<file path="src/sv/dea_pkg.sv">
`default_nettype none

package dea_pkg;

  // Frame geometry limits
  localparam int unsigned MaxWidth  = 1024;
  localparam int unsigned MaxHeight = 4096;
  localparam int unsigned ColW      = $clog2(MaxWidth);
  localparam int unsigned RowW      = $clog2(MaxHeight);

  // Field widths
  localparam int unsigned DepthW    = 16;
  localparam int unsigned ChanW     = 8;
  localparam int unsigned ThrW      = 12;
  localparam int unsigned ProdW     = DepthW + ThrW;
  localparam int unsigned CfgIdxW   = 2;
  localparam int unsigned CfgDataW  = 13;
  localparam int unsigned CfgWidthW = 11;
  localparam int unsigned CfgHeightW = 13;

  // Five depth pairs of the 2x2 window, three possible results per pixel
  localparam int unsigned NumPairs  = 5;
  localparam int unsigned NumSlots  = 3;

  // Register values after reset
  localparam logic [CfgWidthW-1:0]  WidthReset  = CfgWidthW'(640);
  localparam logic [CfgHeightW-1:0] HeightReset = CfgHeightW'(480);
  localparam logic [ThrW-1:0]       ThrReset    = ThrW'(384);

  typedef enum logic [CfgIdxW-1:0] {
    CFG_IMAGE_WIDTH     = 2'd0,
    CFG_IMAGE_HEIGHT    = 2'd1,
    CFG_ALIAS_THRESHOLD = 2'd2
  } cfg_idx_e;

  typedef struct packed {
    logic [DepthW-1:0] depth;
    logic [ChanW-1:0]  red;
    logic [ChanW-1:0]  green;
    logic [ChanW-1:0]  blue;
  } pixel_t;

  // Complete 2x2 window for one pixel
  typedef struct packed {
    pixel_t          ul;
    pixel_t          up;
    pixel_t          lf;
    pixel_t          cur;
    logic [ColW-1:0] x;
    logic [RowW-1:0] y;
  } win_t;

  // Prepared window: averaged pixel and per-pair operands of the edge test
  typedef struct packed {
    pixel_t                            ul;
    pixel_t                            up;
    pixel_t                            cur;
    pixel_t                            blend;
    logic [ColW-1:0]                   x;
    logic [RowW-1:0]                   y;
    logic [NumPairs-1:0][DepthW-1:0]   hi;
    logic [NumPairs-1:0][ProdW-1:0]    prod;
  } prep_t;

endpackage

`default_nettype wire

</file>
<file path="src/sv/dea_edge_prep.sv">
`default_nettype none

module dea_edge_prep (
  input  wire logic                      clk_i,
  input  wire logic                      load_i,
  input  wire logic [dea_pkg::ThrW-1:0]  thr_i,
  input  wire dea_pkg::win_t             win_i,
  output dea_pkg::prep_t                 prep_o
);

  dea_pkg::prep_t prep_d;
  dea_pkg::prep_t prep_q;

  always_comb begin
    logic [dea_pkg::NumPairs-1:0][dea_pkg::DepthW-1:0] da;
    logic [dea_pkg::NumPairs-1:0][dea_pkg::DepthW-1:0] db;
    logic [dea_pkg::NumPairs-1:0][dea_pkg::DepthW-1:0] lo;
    logic [dea_pkg::DepthW+1:0] dsum;
    logic [dea_pkg::ChanW+1:0]  rsum;
    logic [dea_pkg::ChanW+1:0]  gsum;
    logic [dea_pkg::ChanW+1:0]  bsum;

    // Tested pairs; the right column pair is skipped
    da[0] = win_i.ul.depth;  db[0] = win_i.lf.depth;
    da[1] = win_i.ul.depth;  db[1] = win_i.cur.depth;
    da[2] = win_i.ul.depth;  db[2] = win_i.up.depth;
    da[3] = win_i.lf.depth;  db[3] = win_i.up.depth;
    da[4] = win_i.lf.depth;  db[4] = win_i.cur.depth;

    prep_d = '0;
    for (int i = 0; i < dea_pkg::NumPairs; i++) begin
      if (da[i] > db[i]) begin
        prep_d.hi[i] = da[i];
        lo[i]        = db[i];
      end else begin
        prep_d.hi[i] = db[i];
        lo[i]        = da[i];
      end
      prep_d.prod[i] = dea_pkg::ProdW'(thr_i) * dea_pkg::ProdW'(lo[i]);
    end

    // Truncated quarter of the four-pixel sum
    dsum = (dea_pkg::DepthW+2)'(win_i.ul.depth) + (dea_pkg::DepthW+2)'(win_i.up.depth)
         + (dea_pkg::DepthW+2)'(win_i.lf.depth) + (dea_pkg::DepthW+2)'(win_i.cur.depth);
    rsum = (dea_pkg::ChanW+2)'(win_i.ul.red) + (dea_pkg::ChanW+2)'(win_i.up.red)
         + (dea_pkg::ChanW+2)'(win_i.lf.red) + (dea_pkg::ChanW+2)'(win_i.cur.red);
    gsum = (dea_pkg::ChanW+2)'(win_i.ul.green) + (dea_pkg::ChanW+2)'(win_i.up.green)
         + (dea_pkg::ChanW+2)'(win_i.lf.green) + (dea_pkg::ChanW+2)'(win_i.cur.green);
    bsum = (dea_pkg::ChanW+2)'(win_i.ul.blue) + (dea_pkg::ChanW+2)'(win_i.up.blue)
         + (dea_pkg::ChanW+2)'(win_i.lf.blue) + (dea_pkg::ChanW+2)'(win_i.cur.blue);
    prep_d.blend.depth = dsum[dea_pkg::DepthW+1:2];
    prep_d.blend.red   = rsum[dea_pkg::ChanW+1:2];
    prep_d.blend.green = gsum[dea_pkg::ChanW+1:2];
    prep_d.blend.blue  = bsum[dea_pkg::ChanW+1:2];

    prep_d.ul  = win_i.ul;
    prep_d.up  = win_i.up;
    prep_d.cur = win_i.cur;
    prep_d.x   = win_i.x;
    prep_d.y   = win_i.y;
  end

  always_ff @(posedge clk_i) begin
    if (load_i) begin
      prep_q <= prep_d;
    end
  end

  assign prep_o = prep_q;

endmodule

`default_nettype wire

</file>
<file path="config.mk">
export PLATFORM = sky130hd
export DESIGN_NAME = dea_edge_prep
export DESIGN_NICKNAME = d
export VERILOG_FILES = /design/src/sv/dea_pkg.sv /design/src/sv/dea_edge_prep.sv
export SDC_FILE = /design/constraint.sdc
export NUM_CORES = 2
export LEC_CHECK = 0
export BUFFER_PORTS_ARGS = -buffer_cell sky130_fd_sc_hd__buf_2
export CAP_MARGIN = 20
export CORE_AREA = 2 2 426 301
export CTS_CLUSTER_SIZE = 40
export DETAILED_ROUTE_END_ITERATION = 8
export DIE_AREA = 0 0 428 303
export PLACE_DENSITY = 0.61
export SETUP_SLACK_MARGIN = 0.02
export SLEW_MARGIN = 20
export SYNTH_ARGS = -nofsm -noshare
export SYNTH_HDL_FRONTEND = slang
export SYNTH_SLANG_ARGS = --single-unit
</file>
<file path="constraint.sdc">
create_clock -name clk_i -period 11 [get_ports clk_i]
set_input_delay 0.55 -clock clk_i [delete_from_list [all_inputs] [get_ports clk_i]]
set_output_delay 0.55 -clock clk_i [all_outputs]
set_load 0.02 [all_outputs]
</file>
== Yosys cells after proc, flatten, opt, wreduce, memory -nomap -nowiden ==
Cells that the tools add are included.

* Order comparisons: 5
* Muxes and demuxes: 10
* $mul: 5
* $add $sub $neg: 12

{| class="wikitable"
|+ Operators by type and width
! kind !! number
|-
| $mux W16 || 10
|-
| $mul A12 B16 Y28 || 5
|-
| $gt A16 B16 Y1 || 5
|-
| $add A10 B8 Y10 || 3
|-
| $add A9 B8 Y10 || 3
|-
| $add A8 B8 Y9 || 3
|-
| $add A17 B16 Y18 || 1
|-
| $add A18 B16 Y18 || 1
|-
| $add A16 B16 Y17 || 1
|}

* Input bits: 196
* Word-level logic and storage cells: 60
* Register bits: 402

== Longest topological paths before layout ==
* Depth after elaboration: 3
* Mapped depth: 33

== Least setup slack after synthesis ==
Ideal clock, no wire load.

* Path kind: input to register
* Start: input win_i[59] in the netlist's numbering
* End: register prep_q (netlist bit prep_o[55]), data pin
* Data arrival time: 7.100 ns
* Setup time: 0.262 ns
* Buffers on the path: 3
* Setup slack: 3.638 ns
* Cell stages on the path: 29
* Path through: inv_1 > ha_1 > nand4_1 > or4_4 > o221ai_1 > o21ai_2 > buf_6 > mux2_4 > buf_6 > and2_1 > fa_1 > inv_1 > fa_1 > inv_1 > fa_1 > fa_1 > inv_1 > fa_1 > inv_1 > ha_1 > clkbuf_1 > a21oi_1 > o21ai_0 > a22o_1 > a41o_1 > a311o_1 > a21o_1 > a221oi_2 > xnor2_1

{| class="wikitable"
|+ RTL lines
! element !! RTL line !! text
|-
| from (decl) || dea_edge_prep.sv:7 || <nowiki>input wire dea_pkg::win_t win_i,</nowiki>
|-
| to (signal assigned) || dea_edge_prep.sv:65 || <nowiki>prep_q <= prep_d;</nowiki>
|-
| to (decl) || dea_edge_prep.sv:12 || <nowiki>dea_pkg::prep_t prep_q;</nowiki>
|}

==> impl_results.md <==
- # placed instances: 6984
- Hold bufs inserted after CTS: 0
- Total Routing Usage GR: around 22%
- Clock sink count: around 400
- Area of the multi-input gates: between 30000 and 40000 sq um
- Fin cells: a little over 7000
- Die W: roughly 430 microns
- Final Hold Viols: 0
- Yosys cell types: 75
- Vias in the first global route: approximately 37000
- CTS tree: yes
- Slew @ Worst Pin: roughly 1200 ps
- Ranking of synthesized cells by area: fa_1 (31%), edfxtp_1 (24%), ha_1 (11%)
- # rows: around 110
- Ratio of cells with drive above 1 in the final layout: between 10% and 20%
- Register area share after synthesis: roughly a quarter
- Largest net degree at the start of global routing: between 150 and 200
- Total Die Area: roughly 130000 sq um
- Clk slew on worst S/H paths: 80 ps
- Number of synthesized register bits: 402
- First-pass GRT wire length: roughly 220000 microns
- CP endpoint kind: register
- Minimum clock period: roughly 8400 ps
- Initial DRC Count: roughly 2300
- Worst Path Required: about 11000 ps
- Fmax: ~0.12 GHz
- Routed WL: ~140000 microns
- Placed inst area: roughly 54000 sq um
- PortBufs: slightly below 600
- Final TNS setup: 0 ps
- Area added between synthesis and finish: 12.1%
- RSZ-0062 raised after global routing: no
- Fin nets: about 6800
- Fill count: 12000
- DP Wirelength: about 110000 microns
- Placer Congestion: around 0.9
- Fin. max-slew vios: 0
- Synth area leader: fa_1
- Post-synth top area share: a little under a third
- DR vias: 35700
- CP dominant cell by count: fa_1
- Mapped Area: approximately 50000 sq um
- Critical setup path kind: in2reg
- Max-Cap Viols: 0
- Largest stage delay, worst path: 1000 ps
- GR Overflow Total: 0
- Mapped Nets: 6323
- Syn Inst Count: approximately 5000
- Post-synth top flop: edfxtp_1
- Warnings, synthesis: 0
- Post-route setup slack: about 2600 ps
- CTS buffer count: between 40 and 50
- Starting Density: slightly below 40%
- Post-CTS setup buffers: 0
- Final Setup Violations: 0
- Post-synth EDFFs: 402
- Setup slack at placement: roughly 2100 ps
- Number of cells upsized or downsized after cts: 0
- CP Launch Type: input port
- Clock Tree Root: clkbuf_16
- Worst Path Max Fanout: 48
- Post-DRT Antenna Nets: 0
- Largest register FFs: between 400 and 500
- Asr flop ratio synth: 0%
- H-tree Lvls: 2
- Initial antenna violation count: 5
- Post-route cell area: 55900 sq um
- Worst EP arrival: ~8800 ps
- 1st-pass router iterations: 5
- Routed WL per cell: slightly above 20 microns
- DRC errors left: 0
- Period utilization: between 70% and 80%
- Worst min path class: in2reg
- Bufs on Longest Clock Path: 3
- Die Y-Extent: 303 microns
- Relative slew slack: a little over a fifth
- IO Count: between 500 and 600
- Run status: finished clean
- Routed vias/inst: roughly 5.0
- Synthesized area per cell: roughly 10 sq um
- Total core area: 126000 sq um
- FF/Latch Area: around 12000 sq um
- Critical-path top delay cell: mux2i_2
==> final cells by class <==
cell class	count	share of cell area [%]
multi-input cells	3276	59.2
flip-flops and latches	402	21.6
inverters	998	6.70
repair buffers	643	6.05
well taps	1665	3.73
clock buffers	63	2.33
clock inverters	25	0.369
diodes	3	0.0134
==> per-layer routing <==
metal,global-route usage (%),wire length (microns),vias up
li1,-,-,16300
met1,31.5,65000,18300
met2,34.9,65800,1019
met3,3.51,8710,137
met4,5.08,2900,2
met5,0,13,-
==> final timing paths <==
kind / slack [ps] / from / to / cells past startpoint
worst max-delay path: 2640 / win_i[141] / prep_o[110] / 27
worst min-delay path: 80 / win_i[11] / prep_o[231] / 1
==> synthesized netlist by cell type, types with 8 or more instances <==
master,number
nor2_1,93
ha_1,446
nor3_1,14
xor2_1,34
mux2i_1,35
nor2b_1,40
a21oi_1,126
o221ai_1,8
buf_1,10
a21boi_0,10
clkbuf_1,156
and2_1,331
a21o_1,88
a221oi_1,8
edfxtp_1,402
buf_6,12
nand3_1,32
nand4_1,23
buf_2,44
a31oi_1,11
mux2_4,10
and3_1,9
fa_1,780
mux2_2,84
nand2b_1,27
o21ai_0,95
o21bai_1,13
and4_1,8
nand2_1,726
o21a_1,34
xnor2_1,96
inv_1,998
==> logic make-up (layout without fill, tap and decap cells) <==
| family | after synthesis | after routing | synth area share (%) |
|---|---|---|---|
| XOR/XNOR | 130 | 130 | 2.28 |
| other | 0 | 3 | 0 |
| buffers and inverters | 1223 | 1729 | 9.52 |
| AND/OR/NAND/NOR | 1325 | 1325 | 12.5 |
| multiplexers | 129 | 129 | 2.90 |
| adder cells (fa/ha/maj) | 1226 | 1226 | 42.5 |
| AO/OA/AOI/OAI | 466 | 466 | 6.09 |
| flip-flops | 402 | 402 | 24.2 |
==> cell usage in the layout, fill, tap and decap left out, drive strengths merged, types with 13 or more instances in the layout <==
master / instances
a21o: 89
a21oi: 126
and2: 331
buf: 643
clkbuf: 63
clkinv: 16
edfxtp: 402
fa: 780
ha: 446
inv: 1001
mux2: 94
mux2i: 35
nand2: 726
nand2b: 27
nand3: 32
nand4: 23
nor2: 93
nor2b: 40
nor3: 14
o21a: 34
o21ai: 100
o21bai: 13
xnor2: 96
xor2: 34
==> critical path, delay by kind of cell <==
| family | cells | cell delay (ps) |
|---|---|---|
| AO/OA/AOI/OAI | 7 | 1740 |
| adder cells (fa/ha/maj) | 7 | 3200 |
| buffers and inverters | 5 | 470 |
| multiplexers | 1 | 1000 |
| AND/OR/NAND/NOR | 7 | 1820 |
==> through the flow <==
stage	utilization [%]	hold slack (ps)
after global placement	43.3	726
after detailed placement	43.3	728
after CTS	44.5	23.2
after floorplan	-	649
after global routing	44.5	40.4
final	44.5	81.5
Power is not shown: default switching activity piles up to over one toggle a cycle in this logic, so the estimate is an artifact.
