<file path="src/sv/dea_pkg.sv">
`default_nettype none

package dea_pkg;

  // Frame geometry limits
  localparam int unsigned MaxWidth  = 1024;
  localparam int unsigned MaxHeight = 4096;
  localparam int unsigned ColW      = $clog2(MaxWidth);
  localparam int unsigned RowW      = $clog2(MaxHeight);

  // Field widths
  localparam int unsigned DepthW    = 16;
  localparam int unsigned ChanW     = 8;
  localparam int unsigned ThrW      = 12;
  localparam int unsigned ProdW     = DepthW + ThrW;
  localparam int unsigned CfgIdxW   = 2;
  localparam int unsigned CfgDataW  = 13;
  localparam int unsigned CfgWidthW = 11;
  localparam int unsigned CfgHeightW = 13;

  // Five depth pairs of the 2x2 window, three possible results per pixel
  localparam int unsigned NumPairs  = 5;
  localparam int unsigned NumSlots  = 3;

  // Register values after reset
  localparam logic [CfgWidthW-1:0]  WidthReset  = CfgWidthW'(640);
  localparam logic [CfgHeightW-1:0] HeightReset = CfgHeightW'(480);
  localparam logic [ThrW-1:0]       ThrReset    = ThrW'(384);

  typedef enum logic [CfgIdxW-1:0] {
    CFG_IMAGE_WIDTH     = 2'd0,
    CFG_IMAGE_HEIGHT    = 2'd1,
    CFG_ALIAS_THRESHOLD = 2'd2
  } cfg_idx_e;

  typedef struct packed {
    logic [DepthW-1:0] depth;
    logic [ChanW-1:0]  red;
    logic [ChanW-1:0]  green;
    logic [ChanW-1:0]  blue;
  } pixel_t;

  // Complete 2x2 window for one pixel
  typedef struct packed {
    pixel_t          ul;
    pixel_t          up;
    pixel_t          lf;
    pixel_t          cur;
    logic [ColW-1:0] x;
    logic [RowW-1:0] y;
  } win_t;

  // Prepared window: averaged pixel and per-pair operands of the edge test
  typedef struct packed {
    pixel_t                            ul;
    pixel_t                            up;
    pixel_t                            cur;
    pixel_t                            blend;
    logic [ColW-1:0]                   x;
    logic [RowW-1:0]                   y;
    logic [NumPairs-1:0][DepthW-1:0]   hi;
    logic [NumPairs-1:0][ProdW-1:0]    prod;
  } prep_t;

endpackage

`default_nettype wire

</file>
<file path="src/sv/dea_result_seq.sv">
`default_nettype none

module dea_result_seq (
  input  wire logic                           clk_i,
  input  wire logic                           rst_ni,
  input  wire logic                           load_i,
  input  wire logic [dea_pkg::NumSlots-1:0]   mask_i,
  input  wire dea_pkg::prep_t                 prep_i,
  output logic                                free_o,
  output logic                                out_valid_o,
  input  wire logic                           out_stall_i,
  output logic [dea_pkg::ColW-1:0]            out_x_o,
  output logic [dea_pkg::RowW-1:0]            out_y_o,
  output logic [dea_pkg::DepthW-1:0]          out_depth_o,
  output logic [dea_pkg::ChanW-1:0]           out_red_o,
  output logic [dea_pkg::ChanW-1:0]           out_green_o,
  output logic [dea_pkg::ChanW-1:0]           out_blue_o,
  output logic                                was_blended_o,
  output logic                                last_of_run_o
);

  logic                          busy_q;
  logic [dea_pkg::NumSlots-1:0]  mask_q, mask_d, sel;
  logic                          out_ready, emit, edge_hit;
  logic                          out_valid_q;
  dea_pkg::pixel_t               pix_d, pix_q;
  logic [dea_pkg::ColW-1:0]      x_d, x_q;
  logic [dea_pkg::RowW-1:0]      y_d, y_q;
  logic                          blended_d, blended_q, last_q;

  always_comb begin
    edge_hit = 1'b0;
    for (int i = 0; i < dea_pkg::NumPairs; i++) begin
      if (dea_pkg::ProdW'({prep_i.hi[i], 8'h00}) > prep_i.prod[i]) begin
        edge_hit = 1'b1;
      end
    end
  end

  // Lowest pending result goes first
  assign sel[0] = mask_q[0];
  assign sel[1] = mask_q[1] & ~mask_q[0];
  assign sel[2] = mask_q[2] & ~mask_q[1] & ~mask_q[0];
  assign mask_d = mask_q & ~sel;

  assign out_ready = ~out_valid_q | ~out_stall_i;
  assign emit      = busy_q & (mask_q != '0) & out_ready;
  assign free_o    = ~busy_q | (mask_q == '0) | (emit & (mask_d == '0));

  always_comb begin
    if (sel[0]) begin
      x_d       = prep_i.x - dea_pkg::ColW'(1);
      y_d       = prep_i.y - dea_pkg::RowW'(1);
      pix_d     = edge_hit ? prep_i.blend : prep_i.ul;
      blended_d = edge_hit;
    end else if (sel[1]) begin
      x_d       = prep_i.x;
      y_d       = prep_i.y - dea_pkg::RowW'(1);
      pix_d     = prep_i.up;
      blended_d = 1'b0;
    end else begin
      x_d       = prep_i.x;
      y_d       = prep_i.y;
      pix_d     = prep_i.cur;
      blended_d = 1'b0;
    end
  end

  always_ff @(posedge clk_i or negedge rst_ni) begin
    if (!rst_ni) begin
      busy_q      <= 1'b0;
      mask_q      <= '0;
      out_valid_q <= 1'b0;
    end else begin
      if (load_i) begin
        busy_q <= 1'b1;
        mask_q <= mask_i;
      end else if (free_o) begin
        busy_q <= 1'b0;
        mask_q <= '0;
      end else if (emit) begin
        mask_q <= mask_d;
      end
      if (out_ready) begin
        out_valid_q <= emit;
      end
    end
  end

  always_ff @(posedge clk_i) begin
    if (emit) begin
      x_q       <= x_d;
      y_q       <= y_d;
      pix_q     <= pix_d;
      blended_q <= blended_d;
      last_q    <= (mask_d == '0);
    end
  end

  assign out_valid_o   = out_valid_q;
  assign out_x_o       = x_q;
  assign out_y_o       = y_q;
  assign out_depth_o   = pix_q.depth;
  assign out_red_o     = pix_q.red;
  assign out_green_o   = pix_q.green;
  assign out_blue_o    = pix_q.blue;
  assign was_blended_o = blended_q;
  assign last_of_run_o = last_q;

endmodule

`default_nettype wire

</file>
<file path="config.mk">
export PLATFORM = sky130hd
export DESIGN_NAME = dea_result_seq
export DESIGN_NICKNAME = d
export VERILOG_FILES = /design/src/sv/dea_pkg.sv /design/src/sv/dea_result_seq.sv
export SDC_FILE = /design/constraint.sdc
export NUM_CORES = 1
export LEC_CHECK = 0
export BUFFER_PORTS_ARGS = -buffer_cell sky130_fd_sc_hd__clkbuf_2
export CAP_MARGIN = 20
export CELL_PAD_IN_SITES_DETAIL_PLACEMENT = 1
export CELL_PAD_IN_SITES_GLOBAL_PLACEMENT = 2
export CORE_MARGIN = 5
export CORE_UTILIZATION = 22
export CTS_CLUSTER_SIZE = 16
export DETAILED_ROUTE_END_ITERATION = 10
export PLACE_DENSITY = 0.82
export SYNTH_ARGS = -nofsm -noshare
export SYNTH_HDL_FRONTEND = slang
export SYNTH_SLANG_ARGS = --single-unit
</file>
<file path="constraint.sdc">
create_clock -name clk_i -period 5 [get_ports clk_i]
set_input_delay 0.25 -clock clk_i [delete_from_list [all_inputs] [get_ports clk_i]]
set_output_delay 0.25 -clock clk_i [all_outputs]
set_load 0.02 [all_outputs]
</file>
# --- After elaboration in Yosys (flattened, before gate mapping) ---
# Cells that the tools add are included.
op_classes:
  addsub: 2
  n_lt_le_gt_ge: 5
  muxes: 16
  bitwise_logic: 16
  n_reduce_logical: 5
op_table:
  columns: ["cell", "n"]
  rows:
  - ["$gt A24 B28 Y1", 5]
  - ["$mux W40", 3]
  - ["$mux W12", 2]
  - ["$sub A12 B1 Y12 const B", 1]
  - ["$mux W10", 1]
  - ["$sub A10 B1 Y10 const B", 1]
  - ["$mux W3", 3]
  - ["$mux W1", 7]
  - ["$and A1 B1 Y1", 6]
  - ["$logic_not A3 Y1", 2]
  - ["$reduce_bool A3 Y1", 2]
  - ["$not A1 Y1", 5]
  - ["$and A3 B3 Y3", 1]
  - ["$not A3 Y3", 1]
  - ["$or A1 B1 Y1", 3]
  - ["$reduce_bool A2 Y1", 1]
word_totals:
  reg_bits: 69
  inputBits: 409
  out_inout_bits: 66
  elab_cells: 55

# --- Longest topological paths before layout ---
# Gate-level depths: netlist (run 1).
depth:
  word_depth: 10
  mapped_depth: 10
  depth_no_buf: 9

# --- Worst setup path after synthesis (run 1) ---
# Ideal clock, no wire load.
synth_timing:
  path_type: "flip-flop to flip-flop"
  start: "register mask_q[1] (netlist bit)"
  end: "register last_q (netlist: last_of_run_o), enable pin"
  setup_time_ps: 486
  arrival_time_ps: 3604
  required_time_ps: 4514
  path_slack_ps: 910
  stages_incl_launch_ff: 5
  path_buffers: 1
  synth_period_minus_slack_ps: 4090
  path_cell_list: "dfrtp_1 > clkbuf_1 > or2_2 > o21ai_0 > nor2_1"
synth_between:
  elab_chain_cells: 3
synth_lines:
  columns: ["item", "line_no", "text"]
  rows:
  - ["start: declaration", "dea_result_seq.sv:23", "logic [dea_pkg::NumSlots-1:0] mask_q, mask_d, sel;"]
  - ["start signal: assignment", "dea_result_seq.sv:77", "mask_q <= mask_i;"]
  - ["start signal: assignment", "dea_result_seq.sv:82", "mask_q <= mask_d;"]
  - ["$reduce_bool A3 Y1", "dea_result_seq.sv:47", "assign emit = busy_q & (mask_q != '0) & out_ready;"]
  - ["$and A1 B1 Y1 (2 in series)", "dea_result_seq.sv:47", null]
  - ["net emit", "dea_result_seq.sv:24", "logic out_ready, emit, edge_hit;"]
  - ["end signal: assignment", "dea_result_seq.sv:96", "last_q <= (mask_d == '0);"]
  - ["end: declaration", "dea_result_seq.sv:29", "logic blended_d, blended_q, last_q;"]
# The timed path passes the listed nets, and every way through them passes these cells.
# A chain may end at the register's enable or synchronous reset.

==> impl_results.md, run 1 <==
- Result of the run: complete, no violations
- Worst endpoint data arrival time: 3150 ps
- Worst path buffer plus inverter count: 3
- Final setup margin: 1900 ps
- Filler Cells Inserted: 3670
- Maximum number of pins on one net before global-route repair: 87
- Min Hold Slack: 127 ps
- Transition time at the pin with the least slew margin: 939 ps
- Crit path kind: in2reg
- Register area: 2050 um^2
- Final critical-path required period: 3100 ps
- RSZ-0062 raised after global routing: false
- CTS tree: yes
- Headroom to the max-slew limit: 0.374
- Net count, final: 1641
- Post-Synthesis Net Count: 1185
- Internal power component: 1.39 mW
- Most area-consuming cells after synthesis: edfxtp_1 29%, ha_1 16%, a21bo_1 6.1%
- Post-synthesis adder-cell area fraction: 0.157
- Overall Global Routing Usage: 0.167
- Area of the die: 33600 um^2
- Clock slew at the register clock pins of the worst setup and hold paths: 60 ps
- Post-CTS setup buffer count: 0
- Combinational family with the most area after synthesis: compound AO/OA/AOI/OAI gates
- Type of the tightest min-delay check: in2reg
- Flip-flop and latch count after synthesis: 69
- Mapped Cells: 694
- Power per unit of standard cell area: 218 nW/um^2
- Fraction of final layout cells with drive strength greater than 1: 0.465
- Share of total power consumed by net switching: 0.324
- Critical Path End Type: flip-flop
- Number of max-slew violations in the final report: 0
- Post-layout instance area: 9460 um^2
- Deepest clock path buffer count: 2
- Number of iterations in the first detailed-routing pass: 4
- Critical Path, Cell by Cell: clkbuf_2, inv_1, ha_1, a21oi_1, o21ai_0, a2111oi_0, a21oi_1, a2111oi_4, buf_4, a21bo_1, a31oi_1
- Number of placement rows: 63
- Library cell appearing most often on the critical path: a21oi_1
- Number of levels in the clock H-tree: 3
- Startpoint kind of the worst setup timing path: input pin
- Vias: 7105
- Cell leakage power: 4.86 nW
- Via-per-instance ratio: 4.59
- Number of placed I/O pins: 475
- Number of global-route vias before repair: 7739
- Area share of the leading cell type in the synthesized netlist: 0.291
- Async set-reset flop share out of synthesis: 0.0725
- Origin of the worst setup path: prep_i[107]
- Post-Synth XOR/XNOR Area: 0.0252
- Post-Synth Simple-Gate Area: 0.176
- Post-synthesis to final-layout area growth: 43.1%
- Maximum fanout count along the critical path: 81
- FF-to-FF End: out_blue_o[7]$_DFFE_PP_
- Area after detailed placement: 9150 um^2
- Highest ir drop seen on vdd: 0.000124 V
- Total congestion overflow: 0
- Cell area after technology mapping: 6610 um^2
- Highest cell delay on the worst timing path: 680 ps
- Register area share after synthesis: 0.310
- Residual antenna-violating net count after detailed routing: 0
- Count of different cell masters after synthesis: 59
- Yosys synthesis warning count: 0
- Required time at the endpoint of the critical path: 5050 ps
- Root buffer cell: clkbuf_16
- Start point of the worst hold path: mask_i[0]
- DR WL/cell: 19.1 um
- Effective utilization at floorplan: 0.223
- # Max-Cap Violations: 0
- First-pass GRT wire length: 43500 um
- Worst clock skew: 8.18 ps
- Syn avg cell area: 9.53 um^2
- Top_reg_cell synth: edfxtp_1
- Worst hold path depth: 3
- Final WL: 29500 um
- Power share of the clock group: 0.325
- Portion of the clock cycle consumed by the worst path in the final layout: 0.619
- Worst r2r src: mask_q[0]$_DFFE_PN0P_
- Die span in y: 183 um
- Clock Sink Count: 69
- Remaining design rule violation count: 0
- Resize count post-CTS: 0
- Area of the core region: 29600 um^2
- Placed wire-length estimate after detailed placement: 25400 um
- Area of combinational cells with multiple inputs: 3870 um^2
- Horizontal extent of the die: 183 um
- Post-synth EDFFs: 64
- Biggest area consumer among synthesized cells: edfxtp_1
- Highest clock rate: 0.323 GHz
- Number of antenna violations at the first check in global routing: 1
- Number of buffers created by CTS: 9
- Path depth of the worst reg2reg path: 4
- Part of the power in combinational logic: 0.320
- Standard cell with the maximum stage delay on the critical path: buf_4
- Place WS: 1500 ps
- Share of cell area taken by muxes after synthesis: 0.00303
- Sw power: 0.668 mW
- Aggregate negative setup slack: 0 ps
- Number of design-rule violations left by the first detailed-router iteration: 174
- Number of buffers added on ports: 474
- Post-synthesis compound-gate area fraction: 0.223
- Clock Latency Late Sink: 340 ps
- CP delay by family, top: compound AO/OA/AOI/OAI gates
- Worst Hold Path EP: mask_q[0]$_DFFE_PN0P_
- Routability congestion estimate from global placement: 0.890
- Final hold viol count: 0
- Hold_buf cts: 1
- Sequential share of power: 0.355
- Setup slack on the worst flop-to-flop path: 2240 ps
- Final Setup Violations: 0
==> logic make-up (layout without fill, tap and decap cells) <==
group / Yosys count / after routing
compound gates: 203 / 203
buf+inv: 121 / 582
simple gates: 197 / 197
fa+ha+maj: 83 / 83
xor+xnor: 19 / 19
mux: 2 / 2
other cells: 0 / 2
flops: 69 / 69
==> cell usage after synthesis (all sizes together), types with 3 or more instances <==
library cell and n:
inv 85, a31oi 41, nand2 36, xor2 11
dfrtp 5, nor2 16, nand3 46, and2b 30
nand2b 4, nor3 10, nor4b 3, nand4 9
a21oi 42, o21a 3, edfxtp 64, nor4 8
nor2b 11, buf 11, ha 82, clkbuf 24
a211oi 41, o21ai 20, or4 7, a21bo 40
o211ai 3, and4 4, xnor2 8
==> stage by stage <==
step                utilization  power, mW  cells
global route              0.319       2.20   1546
floorplan                     -       1.11    694
finish                    0.319       2.06   1547
CTS                       0.319       2.11   1545
global placement          0.309       1.40   1528
detailed placement        0.309       1.42   1528
==> power groups by stage <==
stage / Clock, mW / Combinational, mW / Sequential, mW
6_report: 0.670 / 0.660 / 0.732
5_1_grt: 0.722 / 0.735 / 0.738
4_1_cts: 0.702 / 0.675 / 0.733
3_5_place_dp: 0 / 0.671 / 0.746
3_3_place_gp: 0 / 0.653 / 0.743
2_1_floorplan: 0 / 0.305 / 0.806
==> registers in the layout, summed over array words and instances, names as in the netlist <==
name,cells
mask_q,3
was_blended_o,1
last_of_run_o,1
out_y_o,12
out_valid_o,1
out_green_o,8
busy_q,1
out_depth_o,16
out_red_o,8
out_blue_o,8
out_x_o,10
==> worst max path at each step <==
stage | to | cells past startpoint
2_1_floorplan | last_of_run_o$_DFFE_PP_ | 4
3_3_place_gp | out_depth_o[13]$_DFFE_PP_ | 10
3_5_place_dp | out_depth_o[14]$_DFFE_PP_ | 10
4_1_cts | out_depth_o[15]$_DFFE_PP_ | 10
5_1_grt | out_red_o[0]$_DFFE_PP_ | 10
6_report | out_red_o[0]$_DFFE_PP_ | 11
==> placed cells by master, fill, tap and decap left out, types with 3 or more instances in the layout <==
master,n
a31oi_1,41
xnor2_1,8
a21bo_1,40
nor2b_1,11
nor4_1,8
clkbuf_2,474
a21oi_1,41
nor3_1,10
nor2_1,15
nor4b_1,3
buf_4,6
or4_1,5
o21ai_0,19
nand2_1,36
xor2_1,11
a211oi_1,41
nand3_1,45
dfrtp_1,3
nand2b_1,4
edfxtp_1,64
clkbuf_16,9
ha_1,82
nand4_1,9
o21a_1,3
and2b_2,28
inv_1,85
and4_1,4
==> layout make-up <==
type,instances,area share
multi-input cells,504,0.409
repair buffers,481,0.257
flip-flops and latches,69,0.217
well taps,390,0.0516
inverters,85,0.0337
clock buffers,9,0.0238
clock inverters,7,0.00780
diodes,2,0.000529
==> per-layer routing <==
| layer | global-route usage | part of all wire | routed length, um |
|---|---|---|---|
| met5 | 0 | 0 | 0 |
| met3 | 0.0482 | 0.081 | 2380 |
| met1 | 0.182 | 0.38 | 11100 |
| met2 | 0.312 | 0.51 | 15100 |
| met4 | 0.0507 | 0.031 | 903 |
==> worst min-delay path, stage by stage <==
cell	delay, ps
clkbuf_2	80
nand2_1	40
o21ai_0	60
No activity file was read; power rests on OpenSTA's default activity.
==> inputs of run 2 (changes only) <==
--- a/config.mk
+++ b/config.mk
@@ -10,10 +10,10 @@
 export CELL_PAD_IN_SITES_DETAIL_PLACEMENT = 1
 export CELL_PAD_IN_SITES_GLOBAL_PLACEMENT = 2
 export CORE_MARGIN = 5
-export CORE_UTILIZATION = 22
+export CORE_UTILIZATION = 20
 export CTS_CLUSTER_SIZE = 16
 export DETAILED_ROUTE_END_ITERATION = 10
-export PLACE_DENSITY = 0.82
+export PLACE_DENSITY = 0.79
 export SYNTH_ARGS = -nofsm -noshare
 export SYNTH_HDL_FRONTEND = slang
 export SYNTH_SLANG_ARGS = --single-unit
==> constraint.sdc (replaced) <==
create_clock -name clk_i -period 2.7 [get_ports clk_i]
set_input_delay 0.135 -clock clk_i [delete_from_list [all_inputs] [get_ports clk_i]]
set_output_delay 0.135 -clock clk_i [all_outputs]
set_load 0.02 [all_outputs]
==> run 2 against run 1 <==
Compared with the run above: first-iteration DRC count is 26% lower; critical endpoint is now out_depth_o[10]$_DFFE_PP_; final cell count grew 5.0%; global-route usage fell by 1.5 points; count of clock-buffer cells in the layout did not move; design area increased by 4.0%.
==> impl_results.md, run 2 (synthesis gave the netlist of run 1 again) <==
- Clock Latency Late Sink: 340 ps
- Area of the die: 36800 um^2
- Final WL: 29800 um
- Overall Global Routing Usage: 0.152
- Number of placement rows: 66
- Root buffer cell: clkbuf_16
- Effective utilization at floorplan: 0.203
- Via-per-instance ratio: 4.43
- Area of combinational cells with multiple inputs: 3870 um^2
- Number of buffers created by CTS: 9
- Transition time at the pin with the least slew margin: 566 ps
- Ant. Diodes: 0
- Routability congestion estimate from global placement: 0.859
- Placed wire-length estimate after detailed placement: 26300 um
- Vias: 7205
- Aggregate negative setup slack: 0 ps
- Post-CTS setup buffer count: 0
- Number of global-route vias before repair: 7695
- Remaining design rule violation count: 0
- Highest ir drop seen on vdd: 0.000253 V
- Highest clock rate: 0.407 GHz
- Deepest clock path buffer count: 2
- Flip-flop count of the largest register, all copies and words added: 16
- Net count, final: 1669
- Maximum fanout count along the critical path: 17
- Number of iterations in the first detailed-routing pass: 4
- Number of placed I/O pins: 475
- Result of the run: complete, no violations
- Origin of the worst setup path: prep_i[107]
- Residual antenna-violating net count after detailed routing: 0
- Min Hold Slack: 17.7 ps
- Critical Path End Type: flip-flop
- Worst clock skew: 5.89 ps
- RSZ-0062 raised after global routing: false
- Power per unit of standard cell area: 391 nW/um^2
- Type of the tightest min-delay check: in2reg
- First-pass GRT wire length: 42900 um
- Worst r2r src: mask_q[1]$_DFFE_PN0P_
- Final Setup Violations: 0
- Post-synthesis to final-layout area growth: 48.8%
- Filler Cells Inserted: 3998
- Final core area utilization: 0.302
- Post-layout total power: 3.85 mW
- Number of design-rule violations left by the first detailed-router iteration: 128
- Number of buffers added on ports: 474
- Maximum number of pins on one net before global-route repair: 52
- Number of levels in the clock H-tree: 3
- Crit path kind: in2reg
- CTS tree: yes
- Final hold viol count: 0
- Total congestion overflow: 0
- Most frequent standard cell in the layout excluding fill and tap cells: clkbuf_2
- Final critical-path required period: 2450 ps
- Headroom to the max-slew limit: 0.623
- Cell leakage power: 5.02 nW
- Die span in y: 192 um
- Horizontal extent of the die: 192 um
- DR WL/cell: 18.3 um
- Required time at the endpoint of the critical path: 2750 ps
- Setup slack on the worst flop-to-flop path: 620 ps
- Hold_buf cts: 3
- Area of the core region: 32600 um^2
- Clock slew at the register clock pins of the worst setup and hold paths: 60 ps
- Clock Sink Count: 69
- Startpoint kind of the worst setup timing path: input pin
- Resize count post-CTS: 0
- Number of max-slew violations in the final report: 0
- Portion of the clock cycle consumed by the worst path in the final layout: 0.909
- Register area: 2050 um^2
- Commonest cells after routing, fill and taps aside: 474 x clkbuf_2, 85 x inv_1, 82 x ha_1, 64 x edfxtp_1, 45 x nand3_1
- Start point of the worst hold path: mask_i[1]
- Fraction of final layout cells with drive strength greater than 1: 0.475
- Worst endpoint data arrival time: 2510 ps
- # Max-Cap Violations: 0
- Number of antenna violations at the first check in global routing: 0
run 2: cell count changes in the layout (fill, tap and decap cells not counted):
cell / previous run / this run
clkinvlp_4: 1 / 3
buf_4: 6 / 24
clkinv_1: 0 / 1
dlygate4sd3_1: 1 / 3
buf_12: 0 / 8
clkinv_2: 2 / 0
clkinv_4: 2 / 1
diode_2: 2 / 0
run 2: layout make-up:
type,count,area share
Clock buffer,9,0.0229
Clock inverter,7,0.00750
Inverter,85,0.0324
Multi-Input combinational cell,504,0.394
Sequential cell,69,0.209
Tap cell,442,0.0562
Timing Repair Buffer,509,0.279
run 2: path summary, 6_finish.rpt:
path / to / cells after the start
worst max register to register: out_green_o[5]$_DFFE_PP_ / 4
worst max-delay path: out_depth_o[10]$_DFFE_PP_ / 12
worst min register to register: mask_q[0]$_DFFE_PN0P_ / 2
min in group asynchronous: busy_q$_DFFE_PN0P_ / 2
max in group asynchronous: mask_q[0]$_DFFE_PN0P_ / 2
worst min-delay path: mask_q[1]$_DFFE_PN0P_ / 3
run 2: routing by layer:
layer | vias up | routed length (um) | GRT usage
met5 | - | 0 | 0
met1 | 3346 | 11000 | 0.160
met2 | 291 | 15500 | 0.289
met4 | 0 | 841 | 0.0503
met3 | 39 | 2420 | 0.0411
li1 | 3529 | - | -
run 2: where the power goes:
part,switching (mW),leakage [nW],internal [mW]
logic,0.675,4.23,0.592
registers,0.0462,0.659,1.31
clock network,0.503,0.136,0.718
total,1.22,5.02,2.62
run 2: worst max-delay path: stages:
cell and delay, ps:
clkbuf_2 90, inv_1 40, ha_1 310, a21oi_1 150
o21ai_0 120, a2111oi_0 380, a21oi_1 230, a2111oi_4 420
buf_12 230, buf_12 160, a21bo_1 120, a31oi_1 90
run 2: stage by stage:
stage	instances	cell area (um^2)	setup slack, ps
final	1625	9840	245
after global routing	1625	9840	67.5
after CTS	1625	9840	209
after detailed placement	1606	9510	-159
after global placement	1606	9510	-109
after floorplan	694	6620	141
==> inputs of run 3 (changes only) <==
==> config.mk (replaced) <==
export PLATFORM = sky130hd
export DESIGN_NAME = dea_result_seq
export DESIGN_NICKNAME = d
export VERILOG_FILES = /design/src/sv/dea_pkg.sv /design/src/sv/dea_result_seq.sv
export SDC_FILE = /design/constraint.sdc
export NUM_CORES = 1
export LEC_CHECK = 0
export BUFFER_PORTS_ARGS = -buffer_cell sky130_fd_sc_hd__clkbuf_2
export CAP_MARGIN = 20
export CELL_PAD_IN_SITES_DETAIL_PLACEMENT = 0
export CELL_PAD_IN_SITES_GLOBAL_PLACEMENT = 1
export CORE_AREA = 5 5 181 183
export CTS_CLUSTER_SIZE = 16
export DETAILED_ROUTE_END_ITERATION = 10
export DIE_AREA = 0 0 186 188
export PLACE_DENSITY = 0.67
export SYNTH_ARGS = -nofsm -noshare
export SYNTH_HDL_FRONTEND = slang
export SYNTH_SLANG_ARGS = --single-unit
==> run 3 against run 2 <==
Compared with the run above: non-clock buffer count is 13 lower; sequential power barely moved; core utilization rose by 0.91 points; final cell count fell by 3.3%; first-iteration DRC count rose by 51%; power fell by 0.82%; setup slack got worse by 16 ps; largest power group unchanged.
==> impl_results.md, run 3 (synthesis gave the netlist of run 1 again) <==
- Result of the run: complete, no violations
- Min Hold Slack: 20.0 ps
- Fraction of final layout cells with drive strength greater than 1: 0.473
- Deepest clock path buffer count: 2
- Post-layout total power: 3.81 mW
- First-pass GRT wire length: 38600 um
- Worst path buffer plus inverter count: 5
- CTS tree: yes
- Most frequent standard cell in the layout excluding fill and tap cells: clkbuf_2
- Headroom to the max-slew limit: 0.501
- CP delay by family, top: simple AND/OR/NAND/NOR gates
- Portion of the clock cycle consumed by the worst path in the final layout: 0.915
- Layer with the highest usage: met2
- Die span in y: 188 um
- Final WL: 26600 um
- Number of design-rule violations left by the first detailed-router iteration: 193
- Part of the power in combinational logic: 0.325
- Final critical-path required period: 2470 ps
- Internal power component: 2.61 mW
- Standard cell with the maximum stage delay on the critical path: or4b_1
- Number of placed I/O pins: 475
- Area of the die: 35000 um^2
- Worst clock skew: 8.43 ps
- Flip-flop count of the largest register, all copies and words added: 16
- Crit path kind: in2reg
- Number of antenna violations at the first check in global routing: 0
- Net count, final: 1656
- Clock Latency Late Sink: 330 ps
- Startpoint kind of the worst setup timing path: input pin
- Placed wire-length estimate after detailed placement: 23600 um
- Effective utilization at floorplan: 0.213
- Highest clock rate: 0.405 GHz
- Routability congestion estimate from global placement: 0.890
- Met2 track utilization from global routing: 0.269
- Number of placement rows: 65
- Highest ir drop seen on vdd: 0.000214 V
- Number of iterations in the first detailed-routing pass: 4
- Number of buffers added on ports: 474
- Vias: 6949
- Commonest cells after routing, fill and taps aside: 474 x clkbuf_2, 85 x inv_1, 82 x ha_1, 64 x edfxtp_1, 45 x nand3_1
- Met1 track utilization from global routing: 0.157
- Number of buffers created by CTS: 9
- Filler Cells Inserted: 3422
- Residual antenna-violating net count after detailed routing: 0
- Critical Path, Cell by Cell: clkbuf_2, inv_1, ha_1, or4b_1, nor3_1, buf_4, a21oi_2, a2111oi_4, buf_12, buf_12, a21bo_1, a31oi_1
- Root buffer cell: clkbuf_16
- Maximum number of pins on one net before global-route repair: 66
- Number of global-route vias before repair: 7102
- Power share of the clock group: 0.320
- Horizontal extent of the die: 186 um
- Critical Path End Type: flip-flop
- Remaining design rule violation count: 0
- Worst endpoint data arrival time: 2510 ps
- Sw power: 1.20 mW
- Required time at the endpoint of the critical path: 2730 ps
- RSZ-0062 raised after global routing: false
- Highest cell delay on the worst timing path: 440 ps
- Ant. Diodes: 0
- Cell leakage power: 4.96 nW
- Sequential share of power: 0.355
- Met3 Track Usage GR: 0.0349
- Maximum fanout count along the critical path: 27
- Area of the core region: 31100 um^2
- # Max-Cap Violations: 0
- Final Setup Violations: 0
- Total congestion overflow: 0
- Post-CTS setup buffer count: 0
- Clock slew at the register clock pins of the worst setup and hold paths: 60 ps
- Via-per-instance ratio: 4.42
- Number of levels in the clock H-tree: 3
- Setup slack on the worst flop-to-flop path: 660 ps
- Clock Sink Count: 69
- Library cell appearing most often on the critical path: buf_12
- Share of total power consumed by net switching: 0.316
- DR WL/cell: 16.9 um
- Number of max-slew violations in the final report: 0
- Final core area utilization: 0.311
- Power per unit of standard cell area: 395 nW/um^2
- Final hold viol count: 0
- Overall Global Routing Usage: 0.142
- Transition time at the pin with the least slew margin: 747 ps
- Type of the tightest min-delay check: in2reg
- Post-synthesis to final-layout area growth: 46.0%
run 3: changes by cell type in the layout (fill, tap and decap cells not counted):
| cell | change |
|---|---|
| dlygate4sd3_1 | -2 |
| buf_12 | -3 |
| a2111oi_2 | +1 |
| buf_4 | -8 |
| inv_6 | +1 |
| clkinv_2 | +2 |
| clkinvlp_4 | -2 |
| clkinv_1 | -1 |
| a2111oi_0 | -1 |
run 3: metrics by stage:
step	worst slack, ps	setup TNS (ps)	instances	cell area [um^2]
floorplan	141	0	694	6620
global placement	-54.3	-743	1555	9340
detailed placement	-151	-3460	1555	9340
CTS	211	0	1572	9650
global route	38.3	0	1572	9650
finish	229	0	1572	9650
run 3: path summary, 6_finish.rpt:
kind,cells past startpoint,startpoint,end
hold reg to reg,2,busy_q$_DFFE_PN0P_,mask_q[0]$_DFFE_PN0P_
max in group asynchronous,2,rst_ni,mask_q[0]$_DFFE_PN0P_
setup reg to reg,4,mask_q[0]$_DFFE_PN0P_,out_depth_o[0]$_DFFE_PP_
min in group asynchronous,2,rst_ni,out_valid_o$_DFFE_PN0N_
setup / recovery,12,prep_i[67],out_depth_o[5]$_DFFE_PP_
hold / removal,3,mask_i[0],mask_q[0]$_DFFE_PN0P_
run 3: per-layer routing:
layer,vias up,part of all wire
met5,-,0
met4,0,0.019
met3,27,0.087
met2,317,0.51
met1,3098,0.38
li1,3507,-
run 3: cell type report:
cell class | instances | area [um^2] | share of cell area
Timing Repair Buffer | 496 | 2600 | 0.270
Clock inverter | 7 | 73.8 | 0.00765
Inverter | 85 | 319 | 0.0330
Tap cell | 402 | 503 | 0.0521
Multi-Input combinational cell | 504 | 3880 | 0.402
Clock buffer | 9 | 225 | 0.0233
Sequential cell | 69 | 2050 | 0.213
run 3: power by group through the flow:
stage | sequential, mW | clock (mW) | combinational, mW
after floorplan | 1.49 | 0 | 0.568
after global placement | 1.38 | 0 | 1.24
after detailed placement | 1.38 | 0 | 1.25
after CTS | 1.36 | 1.27 | 1.26
after global routing | 1.36 | 1.30 | 1.39
final | 1.35 | 1.22 | 1.24
run 3: timing repair:
item | in CTS | in global routing
setup endpoints to repair | 0 | 9
gates resized for setup | 0 | 2
endpoints found under the hold margin | 5 | 0
hold buffers | 1 | 0
run 3: tightest hold or removal path: stages:
cell      delay [ps]
clkbuf_2          80
nand2_1           40
o21ai_0           60
